==> config.mk <==
export PLATFORM = sky130hd
export DESIGN_NAME = clipped_line_rasterizer_top_flat
export DESIGN_NICKNAME = d
export VERILOG_FILES = /design/src/design/clr_pkg.sv /design/src/design/clr_if.sv /design/src/design/clr_ctrl.sv /design/src/design/clr_datapath.sv /design/src/design/clipped_line_rasterizer_top.sv /design/src/flat_wrapper.sv
export VERILOG_INCLUDE_DIRS = /design/src /design/src/design
export SDC_FILE = /design/constraint.sdc
export NUM_CORES = 1
export LEC_CHECK = 0
export ABC_AREA = 0
export ABC_CLOCK_PERIOD_IN_PS = 9250
export BUFFER_PORTS_ARGS = -buffer_cell sky130_fd_sc_hd__buf_2
export CELL_PAD_IN_SITES_DETAIL_PLACEMENT = 1
export CELL_PAD_IN_SITES_GLOBAL_PLACEMENT = 1
export CORE_ASPECT_RATIO = 1.75
export CORE_MARGIN = 5
export CORE_UTILIZATION = 45
export DETAILED_ROUTE_END_ITERATION = 8
export PLACE_DENSITY = 0.86
export SYNTH_ARGS = -nofsm -noshare
export SYNTH_HDL_FRONTEND = slang
export SYNTH_HIERARCHICAL = 1
export SYNTH_SLANG_ARGS = --single-unit
==> constraint.sdc <==
create_clock -name clk -period 9.25 [get_ports clk]
set_clock_uncertainty 0.15 [all_clocks]
set_input_delay 0.925 -clock clk [delete_from_list [all_inputs] [get_ports clk]]
set_output_delay 0.925 -clock clk [all_outputs]
set_load 0.02 [all_outputs]
==> src/design/clipped_line_rasterizer_top_macros.svh <==
// assertion helpers shared by the rasterizer modules
`ifndef CLIPPED_LINE_RASTERIZER_TOP_MACROS_SVH
`define CLIPPED_LINE_RASTERIZER_TOP_MACROS_SVH

// same-cycle implication, quiet during reset
`define CLR_ASSERT(label, prop, msg) \
  label: assert property (@(posedge clk) disable iff (rst) prop) else $error(msg);

// next-cycle implication, quiet during reset
`define CLR_ASSERT_NEXT(label, ante, cons, msg) \
  label: assert property (@(posedge clk) disable iff (rst) (ante) |=> (cons)) else $error(msg);

`endif

==> src/design/clr_pkg.sv <==
package clr_pkg;

  localparam int CFG_W     = 11;
  localparam int CFG_IDX_W = 1;
  localparam int COLOR_W   = 16;

  localparam logic [CFG_IDX_W-1:0] REG_SCREEN_WIDTH  = 1'b0;
  localparam logic [CFG_IDX_W-1:0] REG_SCREEN_HEIGHT = 1'b1;

  localparam logic [CFG_W-1:0] WIDTH_RESET  = 11'd320;
  localparam logic [CFG_W-1:0] HEIGHT_RESET = 11'd240;

  localparam logic CMD_LOAD = 1'b0;
  localparam logic CMD_STEP = 1'b1;

  localparam logic [3:0] OC_LEFT   = 4'd1;
  localparam logic [3:0] OC_RIGHT  = 4'd2;
  localparam logic [3:0] OC_BOTTOM = 4'd4;
  localparam logic [3:0] OC_TOP    = 4'd8;

  localparam int RND_W = 4;
  localparam logic [RND_W-1:0] MAX_ROUNDS = 4'd8;

  typedef struct packed {
    logic load;
    logic step;
    logic start;
    logic mul_step;
    logic div_step;
    logic apply;
    logic fin_ok;
    logic fin_rej;
  } ctl_cmd_t;

  typedef struct packed {
    logic accept;
    logic reject;
    logic mul_last;
    logic div_last;
  } ctl_sts_t;

endpackage

==> src/design/clr_if.sv <==
interface clr_in_if #(parameter int COORD_BITS = 16) ();
  import clr_pkg::*;
  logic                         valid;
  logic                         ready;
  logic                         cmd;
  logic signed [COORD_BITS-1:0] start_x;
  logic signed [COORD_BITS-1:0] start_y;
  logic signed [COORD_BITS-1:0] end_x;
  logic signed [COORD_BITS-1:0] end_y;
  logic [COLOR_W-1:0]           color;

  modport source (output valid, cmd, start_x, start_y, end_x, end_y, color, input ready);
  modport sink (input valid, cmd, start_x, start_y, end_x, end_y, color, output ready);
endinterface

interface clr_out_if #(parameter int SCREEN_BITS = 10) ();
  import clr_pkg::*;
  logic                   valid;
  logic                   ready;
  logic                   line_visible;
  logic                   pixel_valid;
  logic [SCREEN_BITS-1:0] pixel_x;
  logic [SCREEN_BITS-1:0] pixel_y;
  logic [COLOR_W-1:0]     pixel_color;
  logic                   last_pixel;

  modport source (output valid, line_visible, pixel_valid, pixel_x, pixel_y, pixel_color,
                  last_pixel, input ready);
  modport sink (input valid, line_visible, pixel_valid, pixel_x, pixel_y, pixel_color,
                last_pixel, output ready);
endinterface

==> src/design/clr_ctrl.sv <==
`include "clipped_line_rasterizer_top_macros.svh"

module clr_ctrl (
  input  logic              clk,
  input  logic              rst,
  input  logic              in_valid,
  input  logic              in_cmd,
  input  logic              out_free,
  input  clr_pkg::ctl_sts_t sts,
  output logic              in_ready,
  output clr_pkg::ctl_cmd_t cmd
);
  import clr_pkg::*;

  typedef enum logic [4:0] {
    S_IDLE  = 5'b00001,
    S_EVAL  = 5'b00010,
    S_MUL   = 5'b00100,
    S_DIV   = 5'b01000,
    S_APPLY = 5'b10000
  } state_t;

  state_t state, state_next;

  always_ff @(posedge clk) begin
    if (rst) begin
      state <= S_IDLE;
    end else begin
      state <= state_next;
    end
  end

  always_comb begin
    state_next = state;
    cmd        = '0;
    in_ready   = (state == S_IDLE) && out_free;
    unique case (state)
      S_IDLE: begin
        if (in_valid && in_ready) begin
          if (in_cmd == CMD_STEP) begin
            cmd.step = 1'b1;
          end else begin
            cmd.load   = 1'b1;
            state_next = S_EVAL;
          end
        end
      end
      S_EVAL: begin
        if (sts.reject) begin
          cmd.fin_rej = 1'b1;
          state_next  = S_IDLE;
        end else if (sts.accept) begin
          cmd.fin_ok = 1'b1;
          state_next = S_IDLE;
        end else begin
          cmd.start  = 1'b1;
          state_next = S_MUL;
        end
      end
      S_MUL: begin
        cmd.mul_step = 1'b1;
        if (sts.mul_last) state_next = S_DIV;
      end
      S_DIV: begin
        cmd.div_step = 1'b1;
        if (sts.div_last) state_next = S_APPLY;
      end
      S_APPLY: begin
        cmd.apply  = 1'b1;
        state_next = S_EVAL;
      end
      default: state_next = S_IDLE;
    endcase
  end

  `CLR_ASSERT(a_ready_only_idle, in_ready |-> (state == S_IDLE), "ready outside idle")
  `CLR_ASSERT_NEXT(a_load_to_eval, cmd.load, state == S_EVAL, "load did not start clipping")
  `CLR_ASSERT_NEXT(a_mul_to_div, (state == S_MUL) && sts.mul_last, state == S_DIV,
                   "multiply did not hand over to divide")

endmodule

==> src/design/clr_datapath.sv <==
`include "clipped_line_rasterizer_top_macros.svh"

module clr_datapath #(
  parameter int COORD_BITS  = 16,
  parameter int SCREEN_BITS = 10
) (
  input  logic                          clk,
  input  logic                          rst,
  input  clr_pkg::ctl_cmd_t             cmd,
  output clr_pkg::ctl_sts_t             sts,
  input  logic                          cfg_wr_en,
  input  logic [clr_pkg::CFG_IDX_W-1:0] cfg_index,
  input  logic [clr_pkg::CFG_W-1:0]     cfg_wr_data,
  input  logic signed [COORD_BITS-1:0]  start_x,
  input  logic signed [COORD_BITS-1:0]  start_y,
  input  logic signed [COORD_BITS-1:0]  end_x,
  input  logic signed [COORD_BITS-1:0]  end_y,
  input  logic [clr_pkg::COLOR_W-1:0]   color,
  input  logic                          out_ready,
  output logic                          out_valid,
  output logic                          line_visible,
  output logic                          pixel_valid,
  output logic [SCREEN_BITS-1:0]        pixel_x,
  output logic [SCREEN_BITS-1:0]        pixel_y,
  output logic [clr_pkg::COLOR_W-1:0]   pixel_color,
  output logic                          last_pixel
);
  import clr_pkg::*;

  localparam int CW  = COORD_BITS + 2;
  localparam int PW  = 2 * CW;
  localparam int CTW = $clog2(PW);
  localparam int LW  = (SCREEN_BITS + 1 > CFG_W) ? SCREEN_BITS + 1 : CFG_W;
  localparam int EW  = SCREEN_BITS + 2;
  localparam logic [LW-1:0] LIM = LW'(1) << SCREEN_BITS;

  function automatic logic [CW-1:0] mag(input logic signed [CW-1:0] v);
    return v[CW-1] ? $unsigned(-v) : $unsigned(v);
  endfunction

  function automatic logic [3:0] outcode(input logic signed [CW-1:0] x,
                                         input logic signed [CW-1:0] y,
                                         input logic signed [CW-1:0] w,
                                         input logic signed [CW-1:0] h);
    logic [3:0] c;
    c = '0;
    if (x < 0) c = c | OC_LEFT;
    else if (x >= w) c = c | OC_RIGHT;
    if (y < 0) c = c | OC_TOP;
    else if (y >= h) c = c | OC_BOTTOM;
    return c;
  endfunction

  // config
  logic [CFG_W-1:0] scr_w, scr_h;

  // clip state
  logic signed [CW-1:0] x0, y0, x1, y1;
  logic [RND_W-1:0]     rnd;
  logic signed [CW-1:0] anchor, bnd;
  logic                 neg, sel_end1, vert;
  logic [PW-1:0]        mcand, prod;
  logic [CW-1:0]        mplier, rem, dvs;
  logic [CTW-1:0]       ctr;

  // walker state
  logic [SCREEN_BITS-1:0] cur_col, cur_row, stop_col, stop_row, span_x, span_y;
  logic signed [EW-1:0]   error_term;
  logic                   dir_x_neg, dir_y_neg, line_active;
  logic [COLOR_W-1:0]     line_colour;

  logic [LW-1:0]        w_eff, h_eff;
  logic signed [CW-1:0] w_s, h_s, dx, dy, bnd_c, anc_c, da_c, t_c, db_c, isect;
  logic [3:0]           c0, c1, csel;
  logic                 is_vert, in_win, both, zero_ext, rnd_out;
  logic [CW:0]          rem_sh, rem_sub;
  logic                 dv_ge;
  logic [CW-1:0]        mdx, mdy;
  logic signed [EW:0]   e2, sx_w, sy_w, err_nx;
  logic                 mv_x, mv_y, at_end;

  always_comb begin
    w_eff = (LW'(scr_w) > LIM) ? LIM : LW'(scr_w);
    h_eff = (LW'(scr_h) > LIM) ? LIM : LW'(scr_h);
    w_s   = $signed(CW'(w_eff));
    h_s   = $signed(CW'(h_eff));
    c0    = outcode(x0, y0, w_s, h_s);
    c1    = outcode(x1, y1, w_s, h_s);
    csel  = (c0 != '0) ? c0 : c1;
    is_vert = (csel & (OC_TOP | OC_BOTTOM)) != '0;
    dx    = x1 - x0;
    dy    = y1 - y0;
    if (is_vert) begin
      bnd_c = ((csel & OC_TOP) != '0) ? '0 : h_s - $signed(CW'(1));
      anc_c = x0;
      da_c  = dx;
      t_c   = bnd_c - y0;
      db_c  = dy;
    end else begin
      bnd_c = ((csel & OC_RIGHT) != '0) ? w_s - $signed(CW'(1)) : '0;
      anc_c = y0;
      da_c  = dy;
      t_c   = bnd_c - x0;
      db_c  = dx;
    end
    in_win   = (c0 | c1) == '0;
    both     = (c0 & c1) != '0;
    zero_ext = (w_eff == '0) || (h_eff == '0);
    rnd_out  = rnd == MAX_ROUNDS;
    sts.accept   = !zero_ext && !rnd_out && in_win;
    sts.reject   = zero_ext || rnd_out || (!in_win && (both || db_c == '0));
    sts.mul_last = ctr == CTW'(CW - 1);
    sts.div_last = ctr == CTW'(PW - 1);

    rem_sh  = {rem, prod[PW-1]};
    dv_ge   = rem_sh >= {1'b0, dvs};
    rem_sub = rem_sh - {1'b0, dvs};
    isect   = neg ? anchor - $signed(prod[CW-1:0]) : anchor + $signed(prod[CW-1:0]);
    mdx     = mag(dx);
    mdy     = mag(dy);

    e2     = {error_term, 1'b0};
    sx_w   = $signed((EW + 1)'(span_x));
    sy_w   = $signed((EW + 1)'(span_y));
    mv_x   = e2 > -sy_w;
    mv_y   = e2 < sx_w;
    err_nx = (EW + 1)'(error_term) - (mv_x ? sy_w : '0) + (mv_y ? sx_w : '0);
    at_end = (cur_col == stop_col) && (cur_row == stop_row);
  end

  always_ff @(posedge clk) begin
    if (rst) begin
      scr_w       <= WIDTH_RESET;
      scr_h       <= HEIGHT_RESET;
      line_active <= 1'b0;
      out_valid   <= 1'b0;
    end else begin
      if (cfg_wr_en) begin
        unique case (cfg_index)
          REG_SCREEN_WIDTH:  scr_w <= cfg_wr_data;
          REG_SCREEN_HEIGHT: scr_h <= cfg_wr_data;
          default: ;
        endcase
      end
      if (out_valid && out_ready) out_valid <= 1'b0;

      if (cmd.load) begin
        x0          <= CW'(start_x);
        y0          <= CW'(start_y);
        x1          <= CW'(end_x);
        y1          <= CW'(end_y);
        line_colour <= color;
        line_active <= 1'b0;
        rnd         <= '0;
      end

      if (cmd.start) begin
        anchor   <= anc_c;
        bnd      <= bnd_c;
        neg      <= da_c[CW-1] ^ t_c[CW-1] ^ db_c[CW-1];
        sel_end1 <= c0 == '0;
        vert     <= is_vert;
        mcand    <= PW'(mag(da_c));
        mplier   <= mag(t_c);
        dvs      <= mag(db_c);
        prod     <= '0;
        rem      <= '0;
        ctr      <= '0;
      end

      if (cmd.mul_step) begin
        if (mplier[0]) prod <= prod + mcand;
        mcand  <= mcand << 1;
        mplier <= mplier >> 1;
        ctr    <= sts.mul_last ? '0 : ctr + 1'b1;
      end

      if (cmd.div_step) begin
        rem  <= dv_ge ? rem_sub[CW-1:0] : rem_sh[CW-1:0];
        prod <= {prod[PW-2:0], dv_ge};
        ctr  <= sts.div_last ? '0 : ctr + 1'b1;
      end

      if (cmd.apply) begin
        rnd <= rnd + 1'b1;
        if (sel_end1) begin
          x1 <= vert ? isect : bnd;
          y1 <= vert ? bnd : isect;
        end else begin
          x0 <= vert ? isect : bnd;
          y0 <= vert ? bnd : isect;
        end
      end

      if (cmd.fin_ok) begin
        cur_col      <= x0[SCREEN_BITS-1:0];
        cur_row      <= y0[SCREEN_BITS-1:0];
        stop_col     <= x1[SCREEN_BITS-1:0];
        stop_row     <= y1[SCREEN_BITS-1:0];
        span_x       <= mdx[SCREEN_BITS-1:0];
        span_y       <= mdy[SCREEN_BITS-1:0];
        dir_x_neg    <= !(x0 < x1);
        dir_y_neg    <= !(y0 < y1);
        error_term   <= $signed(EW'(mdx[SCREEN_BITS-1:0])) - $signed(EW'(mdy[SCREEN_BITS-1:0]));
        line_active  <= 1'b1;
        out_valid    <= 1'b1;
        line_visible <= 1'b1;
        pixel_valid  <= 1'b0;
        pixel_x      <= '0;
        pixel_y      <= '0;
        pixel_color  <= '0;
        last_pixel   <= 1'b0;
      end

      if (cmd.fin_rej) begin
        out_valid    <= 1'b1;
        line_visible <= 1'b0;
        pixel_valid  <= 1'b0;
        pixel_x      <= '0;
        pixel_y      <= '0;
        pixel_color  <= '0;
        last_pixel   <= 1'b0;
      end

      if (cmd.step) begin
        out_valid    <= 1'b1;
        line_visible <= 1'b0;
        pixel_valid  <= line_active;
        pixel_x      <= line_active ? cur_col : '0;
        pixel_y      <= line_active ? cur_row : '0;
        pixel_color  <= line_active ? line_colour : '0;
        last_pixel   <= line_active && at_end;
        if (line_active) begin
          if (at_end) begin
            line_active <= 1'b0;
          end else begin
            error_term <= err_nx[EW-1:0];
            if (mv_x) cur_col <= dir_x_neg ? cur_col - 1'b1 : cur_col + 1'b1;
            if (mv_y) cur_row <= dir_y_neg ? cur_row - 1'b1 : cur_row + 1'b1;
          end
        end
      end
    end
  end

  `CLR_ASSERT(a_cmd_exclusive, $onehot0(cmd), "datapath commands overlap")
  `CLR_ASSERT_NEXT(a_step_gives_word, cmd.step, out_valid, "step left no output word")
  `CLR_ASSERT_NEXT(a_reject_clears_line, cmd.fin_rej, out_valid && !line_active && !line_visible,
                   "rejected load left a line armed")

endmodule

==> src/design/clipped_line_rasterizer_top.sv <==
// channel    dir  word
// in_ch      in   cmd, start_x, start_y, end_x, end_y, color
// out_ch     out  line_visible, pixel_valid, pixel_x, pixel_y, pixel_color, last_pixel
// cfg        in   cfg_wr_en, cfg_index, cfg_wr_data (screen_width, screen_height)
//
// step word: one pixel per cycle while out_ch keeps up
// load word: 0 to 8 clip rounds, each run by the shift-add multiplier and
//   restoring divider, one bit per cycle
// one result word per input word, held in an output register until taken
// sync reset: config back to 320 x 240, no line armed, output empty
module clipped_line_rasterizer_top #(
  parameter int COORD_BITS  = 16,
  parameter int SCREEN_BITS = 10
) (
  input  logic                          clk,
  input  logic                          rst,
  clr_in_if.sink                        in_ch,
  clr_out_if.source                     out_ch,
  input  logic                          cfg_wr_en,
  input  logic [clr_pkg::CFG_IDX_W-1:0] cfg_index,
  input  logic [clr_pkg::CFG_W-1:0]     cfg_wr_data
);
  import clr_pkg::*;

  ctl_cmd_t cmd;
  ctl_sts_t sts;
  logic     out_free;
  logic     in_ready;

  assign out_free    = !out_ch.valid || out_ch.ready;
  assign in_ch.ready = in_ready;

  clr_ctrl u_ctrl (
    .clk      (clk),
    .rst      (rst),
    .in_valid (in_ch.valid),
    .in_cmd   (in_ch.cmd),
    .out_free (out_free),
    .sts      (sts),
    .in_ready (in_ready),
    .cmd      (cmd)
  );

  clr_datapath #(
    .COORD_BITS  (COORD_BITS),
    .SCREEN_BITS (SCREEN_BITS)
  ) u_datapath (
    .clk          (clk),
    .rst          (rst),
    .cmd          (cmd),
    .sts          (sts),
    .cfg_wr_en    (cfg_wr_en),
    .cfg_index    (cfg_index),
    .cfg_wr_data  (cfg_wr_data),
    .start_x      (in_ch.start_x),
    .start_y      (in_ch.start_y),
    .end_x        (in_ch.end_x),
    .end_y        (in_ch.end_y),
    .color        (in_ch.color),
    .out_ready    (out_ch.ready),
    .out_valid    (out_ch.valid),
    .line_visible (out_ch.line_visible),
    .pixel_valid  (out_ch.pixel_valid),
    .pixel_x      (out_ch.pixel_x),
    .pixel_y      (out_ch.pixel_y),
    .pixel_color  (out_ch.pixel_color),
    .last_pixel   (out_ch.last_pixel)
  );

endmodule

==> src/flat_wrapper.sv <==
// flat-port wrapper written by rule: the top's interface ports become plain ports
module clipped_line_rasterizer_top_flat import clr_pkg::*;
#(
  parameter int COORD_BITS  = 16,
  parameter int SCREEN_BITS = 10
)
  (clk, rst, cfg_wr_en, cfg_index, cfg_wr_data, in_ch_valid, in_ch_cmd, in_ch_start_x, in_ch_start_y, in_ch_end_x, in_ch_end_y, in_ch_color, in_ch_ready, out_ch_valid, out_ch_line_visible, out_ch_pixel_valid, out_ch_pixel_x, out_ch_pixel_y, out_ch_pixel_color, out_ch_last_pixel, out_ch_ready);
  clr_in_if #(.COORD_BITS(COORD_BITS)) in_ch_i ();
  clr_out_if #(.SCREEN_BITS(SCREEN_BITS)) out_ch_i ();
  input  logic clk;
  input  logic rst;
  input  logic cfg_wr_en;
  input  logic [clr_pkg::CFG_IDX_W-1:0] cfg_index;
  input  logic [clr_pkg::CFG_W-1:0] cfg_wr_data;
  input wire logic [$bits(in_ch_i.valid)-1:0] in_ch_valid;
  input wire logic [$bits(in_ch_i.cmd)-1:0] in_ch_cmd;
  input wire logic [$bits(in_ch_i.start_x)-1:0] in_ch_start_x;
  input wire logic [$bits(in_ch_i.start_y)-1:0] in_ch_start_y;
  input wire logic [$bits(in_ch_i.end_x)-1:0] in_ch_end_x;
  input wire logic [$bits(in_ch_i.end_y)-1:0] in_ch_end_y;
  input wire logic [$bits(in_ch_i.color)-1:0] in_ch_color;
  output wire logic [$bits(in_ch_i.ready)-1:0] in_ch_ready;
  output wire logic [$bits(out_ch_i.valid)-1:0] out_ch_valid;
  output wire logic [$bits(out_ch_i.line_visible)-1:0] out_ch_line_visible;
  output wire logic [$bits(out_ch_i.pixel_valid)-1:0] out_ch_pixel_valid;
  output wire logic [$bits(out_ch_i.pixel_x)-1:0] out_ch_pixel_x;
  output wire logic [$bits(out_ch_i.pixel_y)-1:0] out_ch_pixel_y;
  output wire logic [$bits(out_ch_i.pixel_color)-1:0] out_ch_pixel_color;
  output wire logic [$bits(out_ch_i.last_pixel)-1:0] out_ch_last_pixel;
  input wire logic [$bits(out_ch_i.ready)-1:0] out_ch_ready;
  assign in_ch_i.valid = in_ch_valid;
  assign in_ch_i.cmd = in_ch_cmd;
  assign in_ch_i.start_x = in_ch_start_x;
  assign in_ch_i.start_y = in_ch_start_y;
  assign in_ch_i.end_x = in_ch_end_x;
  assign in_ch_i.end_y = in_ch_end_y;
  assign in_ch_i.color = in_ch_color;
  assign in_ch_ready = in_ch_i.ready;
  assign out_ch_valid = out_ch_i.valid;
  assign out_ch_line_visible = out_ch_i.line_visible;
  assign out_ch_pixel_valid = out_ch_i.pixel_valid;
  assign out_ch_pixel_x = out_ch_i.pixel_x;
  assign out_ch_pixel_y = out_ch_i.pixel_y;
  assign out_ch_pixel_color = out_ch_i.pixel_color;
  assign out_ch_last_pixel = out_ch_i.last_pixel;
  assign out_ch_i.ready = out_ch_ready;
  clipped_line_rasterizer_top #(.COORD_BITS(COORD_BITS), .SCREEN_BITS(SCREEN_BITS)) u_core (.clk(clk), .rst(rst), .in_ch(in_ch_i), .out_ch(out_ch_i), .cfg_wr_en(cfg_wr_en), .cfg_index(cfg_index), .cfg_wr_data(cfg_wr_data));
endmodule
Yosys cells after proc, flatten, opt, wreduce, memory -nomap -nowiden
Index checks and enable logic that the tools add are counted.

cells by class
  equal/unequal tests = 14
  bitwise gates (word level) = 6
  add/subtract/negate cells = 25
  reduce and logical (&&, ||, !) cells = 45
  magnitude comparators = 15
  muxes and demuxes = 119

operators with widths
  kind                                                  number
  two-way mux 18 bit                                    28
  two-way mux 10 bit                                    22
  two-way mux 36 bit                                    6
  subtractor 18 bit                                     6
  >= comparator 18 x 12 -> 1 bit                        4
  < comparator 18 x 1 -> 1 bit (second input constant)  4
  two-way mux 16 bit                                    4
  negator 18 bit                                        3
  two-way mux 12 bit                                    4
  adder 36 bit                                          1
  < comparator 18 bit                                   2
  two-way mux 17 bit                                    2
  two-way mux 6 bit                                     5
  two-way mux 1 bit                                     25
  two-way mux 5 bit                                     5
  one-hot mux 5 bit (5 select lines)                    1
  subtractor 11 x 1 -> 12 bit (second input constant)   2
  > comparator 11 bit (second input constant)           2
  logical NOT 11 bit                                    2
  two-way mux 11 bit                                    2
  adder 10 x 1 -> 10 bit (second input constant)        2
  == test 10 bit                                        2
  two-way mux 4 bit                                     5
  negator 10 bit                                        2
  38 further kinds                                      83

word-level totals
  output and inout bits = 41
  flip-flop bits (word level) = 405
  input bits = 98
  logic and storage cells = 264

Longest topological paths before layout
Gate-level depths: netlist (run 1).

  depth after elaboration = 22
  mapped depth = 34

By module
The synthesis (run 1) kept the hierarchy.

by module, submodules not included
  module                       instances  area each (µm²)  cells each  seq. area each (µm²)
  clr_datapath                 1          30,688.2         3,362       11,591.1
  clr_ctrl                     1          349.1            41          100.1
  clipped_line_rasterizer_top  1          6.3              1           0.0

Least setup slack after synthesis (run 1)
No wires, ideal clock.

  path type = reg-to-reg
  from = register u_core.u_datapath.scr_h[2]
  to = register u_core.u_datapath.anchor[0], enable pin
  stages on the path, launching flop included = 33
  data arrival time = 8.029 ns
  slack = 0.611 ns
  library setup time = 0.460 ns
  cells stage by stage = dfxtp_1 -> nor3_1 -> nand2_1 -> nor3_1 -> nand2_1 -> o21ai_0 -> nand2_1 -> ha_1 -> and4_1 -> o2111ai_1 -> o211ai_1 -> or4_1 -> buf_2 -> a21oi_4 -> inv_2 -> clkbuf_1 -> buf_2 -> buf_1 -> nand2_1 -> a21boi_0 -> inv_1 -> ha_1 -> o2111ai_2 -> nor2_2 -> nand3b_1 -> or3_1 -> a21oi_1 -> inv_1 -> and4_1 -> clkbuf_1 -> clkinv_1 -> clkbuf_1 -> nor2_1

RTL lines
  what                    RTL line             text
  from (decl)             clr_datapath.sv:55   logic [CFG_W-1:0] scr_w, scr_h;
  from (signal assigned)  clr_datapath.sv:141  REG_SCREEN_HEIGHT: scr_h <= cfg_wr_data;
  to (signal assigned)    clr_datapath.sv:158  anchor <= anc_c;
  to (decl)               clr_datapath.sv:60   logic signed [CW-1:0] anchor, bnd;

Worst setup path after layout (run 1)
  from = register u_core.u_datapath.scr_h[2]
  to = register u_core.u_datapath.mplier[2] (data pin)

on the way
  longest elaborated chain between the ends = 14

RTL lines
  what                                          RTL line                                 text
  > comparator 11 bit                           clr_datapath.sv:84                       h_eff = (LW'(scr_h) > LIM) ? LIM : LW'(scr_h);
  two-way mux 11 bit *                          clr_datapath.sv:84
  >= comparator 18 x 12 -> 1 bit                clr_datapath.sv:50                       else if (y >= h) c = c | OC_BOTTOM;
  two-way mux 3 bit                             clr_datapath.sv:50
  two-way mux 4 bit                             clr_datapath.sv:49                       if (y < 0) c = c | OC_TOP;
  nonzero test 4 bit                            clr_datapath.sv:89                       csel = (c0 != '0) ? c0 : c1;
  two-way mux 4 bit                             clr_datapath.sv:89
  two-way mux 18 bit, on equally long branches  clr_datapath.sv:100, clr_datapath.sv:94
  subtractor 18 bit, on equally long branches   clr_datapath.sv:103, clr_datapath.sv:97
  two-way mux 18 bit *                          clr_datapath.sv:93                       if (is_vert) begin
  negator 18 bit                                clr_datapath.sv:38                       return v[CW-1] ? $unsigned(-v) : $unsigned(v);
  two-way mux 18 bit *                          clr_datapath.sv:38
  two-way mux 18 bit *                          clr_datapath.sv:157                      if (cmd.start) begin
  two-way mux 17 bit *                          clr_datapath.sv:171                      if (cmd.mul_step) begin
  to (signal assigned)                          clr_datapath.sv:164                      mplier <= mag(t_c);
  to (signal assigned)                          clr_datapath.sv:174                      mplier <= mplier >> 1;
  to (decl)                                     clr_datapath.sv:63                       logic [CW-1:0] mplier, rem, dvs;

Every way passes the cells marked *; elsewhere a longest branch is shown, timed or not. The select of a mux whose other input is x is not followed.
A chain may end at the register's enable or synchronous reset.

==> results of run 1 <==
[state kept, by name (all words and copies together), names as in the netlist, 11 cells and up]
name,flops
u_core/u_datapath/anchor,18
u_core/u_datapath/bnd,12
u_core/u_datapath/dvs,18
u_core/u_datapath/error_term,12
u_core/u_datapath/line_colour,16
u_core/u_datapath/mcand,36
u_core/u_datapath/mplier,18
u_core/u_datapath/pixel_color,16
u_core/u_datapath/prod,36
u_core/u_datapath/rem,18
u_core/u_datapath/scr_h,11
u_core/u_datapath/scr_w,11
u_core/u_datapath/x0,18
u_core/u_datapath/x1,18
u_core/u_datapath/y0,18
u_core/u_datapath/y1,18
[layout make-up]
class / instances / area (um2) / area share, %
Antenna cell: 1 / 2.50 / 0.00736
Clock buffer: 49 / 1030 / 3.04
Clock inverter: 23 / 280 / 0.825
Inverter: 236 / 891 / 2.62
Multi-Input combinational cell: 2641 / 18000 / 53.0
Sequential cell: 399 / 11700 / 34.4
Tap cell: 903 / 1130 / 3.32
Timing Repair Buffer: 170 / 931 / 2.74
[worst max-delay path: cells and delay by family, from the launching register on]
family / cells / cell delay [ps]
AND/OR/NAND/NOR: 12 / 3230
AO/OA/AOI/OAI: 8 / 2140
multiplexers: 2 / 1100
adder cells (fa/ha/maj): 2 / 650
flip-flops: 1 / 360
XOR/XNOR: 2 / 340
[Yosys cell counts (55+ instances only)]
library cell / n
nand3_1: 66
nor3_1: 64
xor2_1: 93
nor2_1: 263
clkbuf_1: 107
a21oi_1: 246
nand2_1: 390
ha_1: 263
a21o_1: 58
inv_1: 233
mux2i_1: 93
o21ai_0: 239
xnor2_1: 162
edfxtp_1: 370
and3_1: 55
[where the power goes]
group,switching [W],internal [W]
sequential,0.000110,0.00210
clock,0.000781,0.000900
combinational,0.00129,0.000751
[layer usage]
layer / share of wire (%) / vias to the layer above / global-route usage [%]
met1: 34 / 13392 / 29.0
met2: 51 / 923 / 54.0
li1: - / 12466 / -
met5: 0 / - / 0
met4: 11 / 0 / 25.3
met3: 4.2 / 467 / 3.82
[metrics by stage]
stage / area (um2) / cells / hold WS, ps
after floorplan: 31000 / 3404 / 276
after global placement: 32700 / 4349 / 309
after detailed placement: 32700 / 4349 / 319
after CTS: 34000 / 4421 / 328
after global routing: 34000 / 4421 / 334
final: 34000 / 4422 / 327
[worst paths after layout]
path | end | slack, ps | depth (start not counted)
worst max-delay path | u_core/u_datapath/mplier[2] | 1060 | 26
worst min-delay path | u_core/u_datapath/scr_w[1] | 330 | 2
worst max register to register | u_core/u_datapath/mplier[2] | 1060 | 26
worst min register to register | u_core/u_datapath/scr_w[1] | 330 | 2
[kinds of logic after synthesis]
family          count (synthesis)  share of synthesized area, %
compound gates                882                          17.7
xor+xnor                      255                          7.19
flops                         399                          37.7
mux                           134                          4.49
buf+inv                       364                          4.48
fa+ha+maj                     283                          11.9
simple gates                 1087                          16.6
==> results.toml, run 1 <==
[clock_tree]
cts_tree = "built"
cts_resized = 0
htree_levels = 2
ctsHoldBuffers = 0
clock_latency_ps = 600
cts.sinks = 399
clk_path_buf_depth = 3
cts_made_buffers = 39
post_cts_buffers = 0
clockRootBuffer = "clkbuf_16"
clk_pin_slew_worst_paths_ps = 70

[sta]
maxSlewViolCount = 0
hold_viol_final = 0
tns_ps = 0
fin_crit_sh_pct = 88.5
setup_viol = 0
tightest_slew_ps = 1280
rsz0062_at_grt = "false"
slew-limit-headroom_pct = 13.9
period_needed_ps = 8190
fmax_mhz = 122
finalWorstSetupSlack_ps = 1060

[worst_setup_path]
cp-startpoint = "u_core/u_datapath/scr_h[2]"
crit_required_ps = 9440
arrival_ps = 8380
cp-start-kind = "flip-flop"
crit-reg2reg-launch = "u_core/u_datapath/scr_h[2]"
crit_fanout = 19
max_stage_delay_ps = 830
critPathCaptureType = "flip-flop"
crit_slowest_cell = "mux2i_2"
critPathKind = "reg -> reg"

[yosys]
yosysSeqAreaShare_pct = 37.7
synth-async-reset-ratio_pct = 0
synth.largest_area_cell = "edfxtp_1"
syn_area_per_cell_um2 = 9.12
netlist_area_mm2 = 0.0310
synth_cells = 3404
synth-seq-cells = 399
yosysWarnings = 6
syn_nets = 3785
synthFlopType = "edfxtp_1"
synth_edf_count = 370
synth_area_leaders = "edfxtp_1, ha_1, nand2_1, xnor2_1, a21oi_1"
synth_cell_types = 94
synth_top_area_share_pct = 35.8

[routing]
wirelength_mm = 114
route.detailed.drc = 0
wl_per_cell_um = 25.7
ant_nets = 0
drt_iter0_markers = 1712
vias = 27248
firstDrtPassIters = 5
via_per_inst = 6.16

[pwr]
powerDensity_mw_per_mm2 = 175
ir_worst_vdd_mv = 0.155
leakage_nw = 13.9
total_power_w = 0.00593

[floorplan]
fp-row-count = 127
core_area_mm2 = 0.0685
fp.dieArea_mm2 = 0.0745
die_x_um = 209
io-pin-count = 139
start_util_pct = 45.3
die_h_um = 357

[global_route]
grt_pass1_wl_mm = 171
grt-ovfl-total = 0
antenna_found_initial = 0
grt_max_degree = 85
grtUsageTotal_pct = 29.4
grt_pass1_vias = 29227

[place]
dp_worst_setup_slack_ps = 1170
dp_hpwl_mm = 88.6
io_buffer_count = 138
gp_congestion = 1.04

[finish]
n_fill_cell = 7881
final_common_cell = "nand2_1"
nNetsFinal = 3868
layout-drive-gt1-share_pct = 8.95
area_delta_synth_final_pct = 9.48
final_cell_mix = "nand2_1, edfxtp_1, ha_1"
utilization_pct = 49.6

[worst_hold_path]
worstHoldStart = "u_core/u_datapath/scr_w[1]"
hp-class = "reg -> reg"

[status]
status = "complete, no violations"

[job]
drv_cap = 0
(Power assumes the default switching activity.)
==> run 2: changes to the inputs <==
--- a/config.mk
+++ b/config.mk
@@ -11,7 +11,7 @@
 export BUFFER_PORTS_ARGS = -buffer_cell sky130_fd_sc_hd__buf_2
 export CELL_PAD_IN_SITES_DETAIL_PLACEMENT = 1
 export CELL_PAD_IN_SITES_GLOBAL_PLACEMENT = 1
-export CORE_ASPECT_RATIO = 1.75
+export CORE_ASPECT_RATIO = 0.6
 export CORE_MARGIN = 5
 export CORE_UTILIZATION = 45
 export DETAILED_ROUTE_END_ITERATION = 8
==> run 2 against run 1 <==
  * Sequential power about the same
  * Combinational power increased by 4%
  * Utilization increased by 0.089 points
  * Power increased by 0.46%
  * Via count increased by 3.8%
  * Die area about the same
  * Non-clock buffer count increased by 1
  * Routed wire length increased by 3.4%
==> results.toml, run 2 (synthesis results as in run 1) <==
[clock_tree]
htree_levels = 2
clockRootBuffer = "clkbuf_16"
cts_made_buffers = 40
post_cts_buffers = 0
cts_tree = "built"
clk_path_buf_depth = 3
clock_latency_ps = 590
ctsHoldBuffers = 0
cts_resized = 0
cts.sinks = 399
clk_pin_slew_worst_paths_ps = 60

[global_route]
grt_max_degree = 78
antenna_found_initial = 3
grt_pass1_wl_mm = 176
grt_pass1_vias = 28116
grt-ovfl-total = 0
grtUsageTotal_pct = 30.7

[sta]
rsz0062_at_grt = "false"
tightest_slew_ps = 1240
period_needed_ps = 8330
hold_viol_final = 0
fin_crit_sh_pct = 90.1
whs_ps = 331
maxSlewViolCount = 0
slew-limit-headroom_pct = 16.9
fmax_mhz = 120
tns_ps = 0
setup_viol = 0

[worst_setup_path]
arrival_ps = 8520
crit_required_ps = 9430
cp-start-kind = "flip-flop"
critPathCaptureType = "flip-flop"
critPathKind = "reg -> reg"
crit_fanout = 19
crit_slowest_cell = "mux2i_2"
critPathTopFamily = "simple AND/OR/NAND/NOR gates"
max_stage_delay_ps = 890
path_buf_inv = 0

[pwr]
ir_worst_vdd_mv = 0.150
powerDensity_mw_per_mm2 = 176
leakage_nw = 13.9

[floorplan]
die_h_um = 213
start_util_pct = 45.5
fp.dieArea_mm2 = 0.0745
die_x_um = 349
core_area_mm2 = 0.0682
fp-row-count = 74
io-pin-count = 139

[place]
placed_cells = 4359
gp_congestion = 1.04
dp_hpwl_mm = 91.1
io_buffer_count = 138
dpl_cell_area_mm2 = 0.0327

[job]
drv_cap = 0

[routing]
drt_iter0_markers = 3366
firstDrtPassIters = 6
vias = 28284
ant_nets = 0
wirelength_mm = 118
via_per_inst = 6.38
route.detailed.drc = 0
wl_per_cell_um = 26.6

[worst_hold_path]
hp-class = "reg -> reg"

[finish]
finalNonFillerCells = 4430
final_area_mm2 = 0.0339
layout-drive-gt1-share_pct = 8.71
reg_top3 = "u_core/u_datapath/mcand (36), u_core/u_datapath/prod (36)"
area_delta_synth_final_pct = 9.27
utilization_pct = 49.7
final_cell_mix = "nand2_1, edfxtp_1, ha_1"
final_common_cell = "nand2_1"
nNetsFinal = 3870

[status]
status = "complete, no violations"
==> run 2: cell count changes in the layout (fill, tap and decap cells not counted), sizes merged, moves of 3 or more <==
cell / delta
clkbuf: +4
clkinvlp: -4
diode: +3
inv: -3
==> run 2: layer usage <==
| layer | up-vias | share of wire (%) | GRT usage, % |
|---|---|---|---|
| met5 | - | 0.017 | 0 |
| met2 | 1467 | 40 | 44.0 |
| met1 | 14088 | 44 | 45.1 |
| met3 | 238 | 13 | 9.56 |
| met4 | 2 | 2.8 | 7.65 |
| li1 | 12489 | - | - |
==> run 2: power by group <==
part	internal, W	switching [W]
sequential	0.00210	0.000120
combinational	0.000755	0.00136
clock	0.000864	0.000759
total	0.00372	0.00224
==> run 2: cell type report <==
cell class                 instances  area [um2]
antenna                            4        10.0
clock buffer                      53        1060
clock inverter                    14         149
fill                            7918       34300
inverter                         236         891
multi-input combinational       2641       18000
sequential                       399       11700
tap                              912        1140
timing repair buffer             171         951
==> run 2: path summary, 6_finish.rpt <==
check,start,to,slack [ps],cells past startpoint
worst max-delay path,u_core/u_datapath/scr_h[2],u_core/u_datapath/mplier[8],920,26
worst max register to register,u_core/u_datapath/scr_h[2],u_core/u_datapath/mplier[8],920,26
worst min register to register,u_core/u_datapath/scr_w[0],u_core/u_datapath/scr_w[0],330,2
worst min-delay path,u_core/u_datapath/scr_w[0],u_core/u_datapath/scr_w[0],330,2
==> run 2: worst reg2reg max path, cell delays in order, from the launching register on <==
cell and delay (ps):
dfxtp_1 360, nor3_1 190, nand2_1 100, nor3_1 410, nand2_1 150, o21ai_0 580, nand2_1 260, ha_1 360
and4_1 220, nand3_1 90, nor4_1 280, or4_1 360, nor3_1 120, nor2_1 700, nor2_1 240, ha_1 330
nor2b_1 160, o31a_1 260, o31a_1 280, o21ai_0 460, o21a_1 250, o21ai_0 120, xor2_1 160, mux2i_2 890
a21oi_1 150, xnor2_1 200, mux2_2 260
==> run 2: through the flow <==
step | power (W) | setup WS, ps
6_report | 0.00596 | 915
5_1_grt | 0.00621 | 417
4_1_cts | 0.00589 | 1120
3_5_place_dp | 0.00426 | 1120
3_3_place_gp | 0.00415 | 1350
2_1_floorplan | 0.00356 | 611
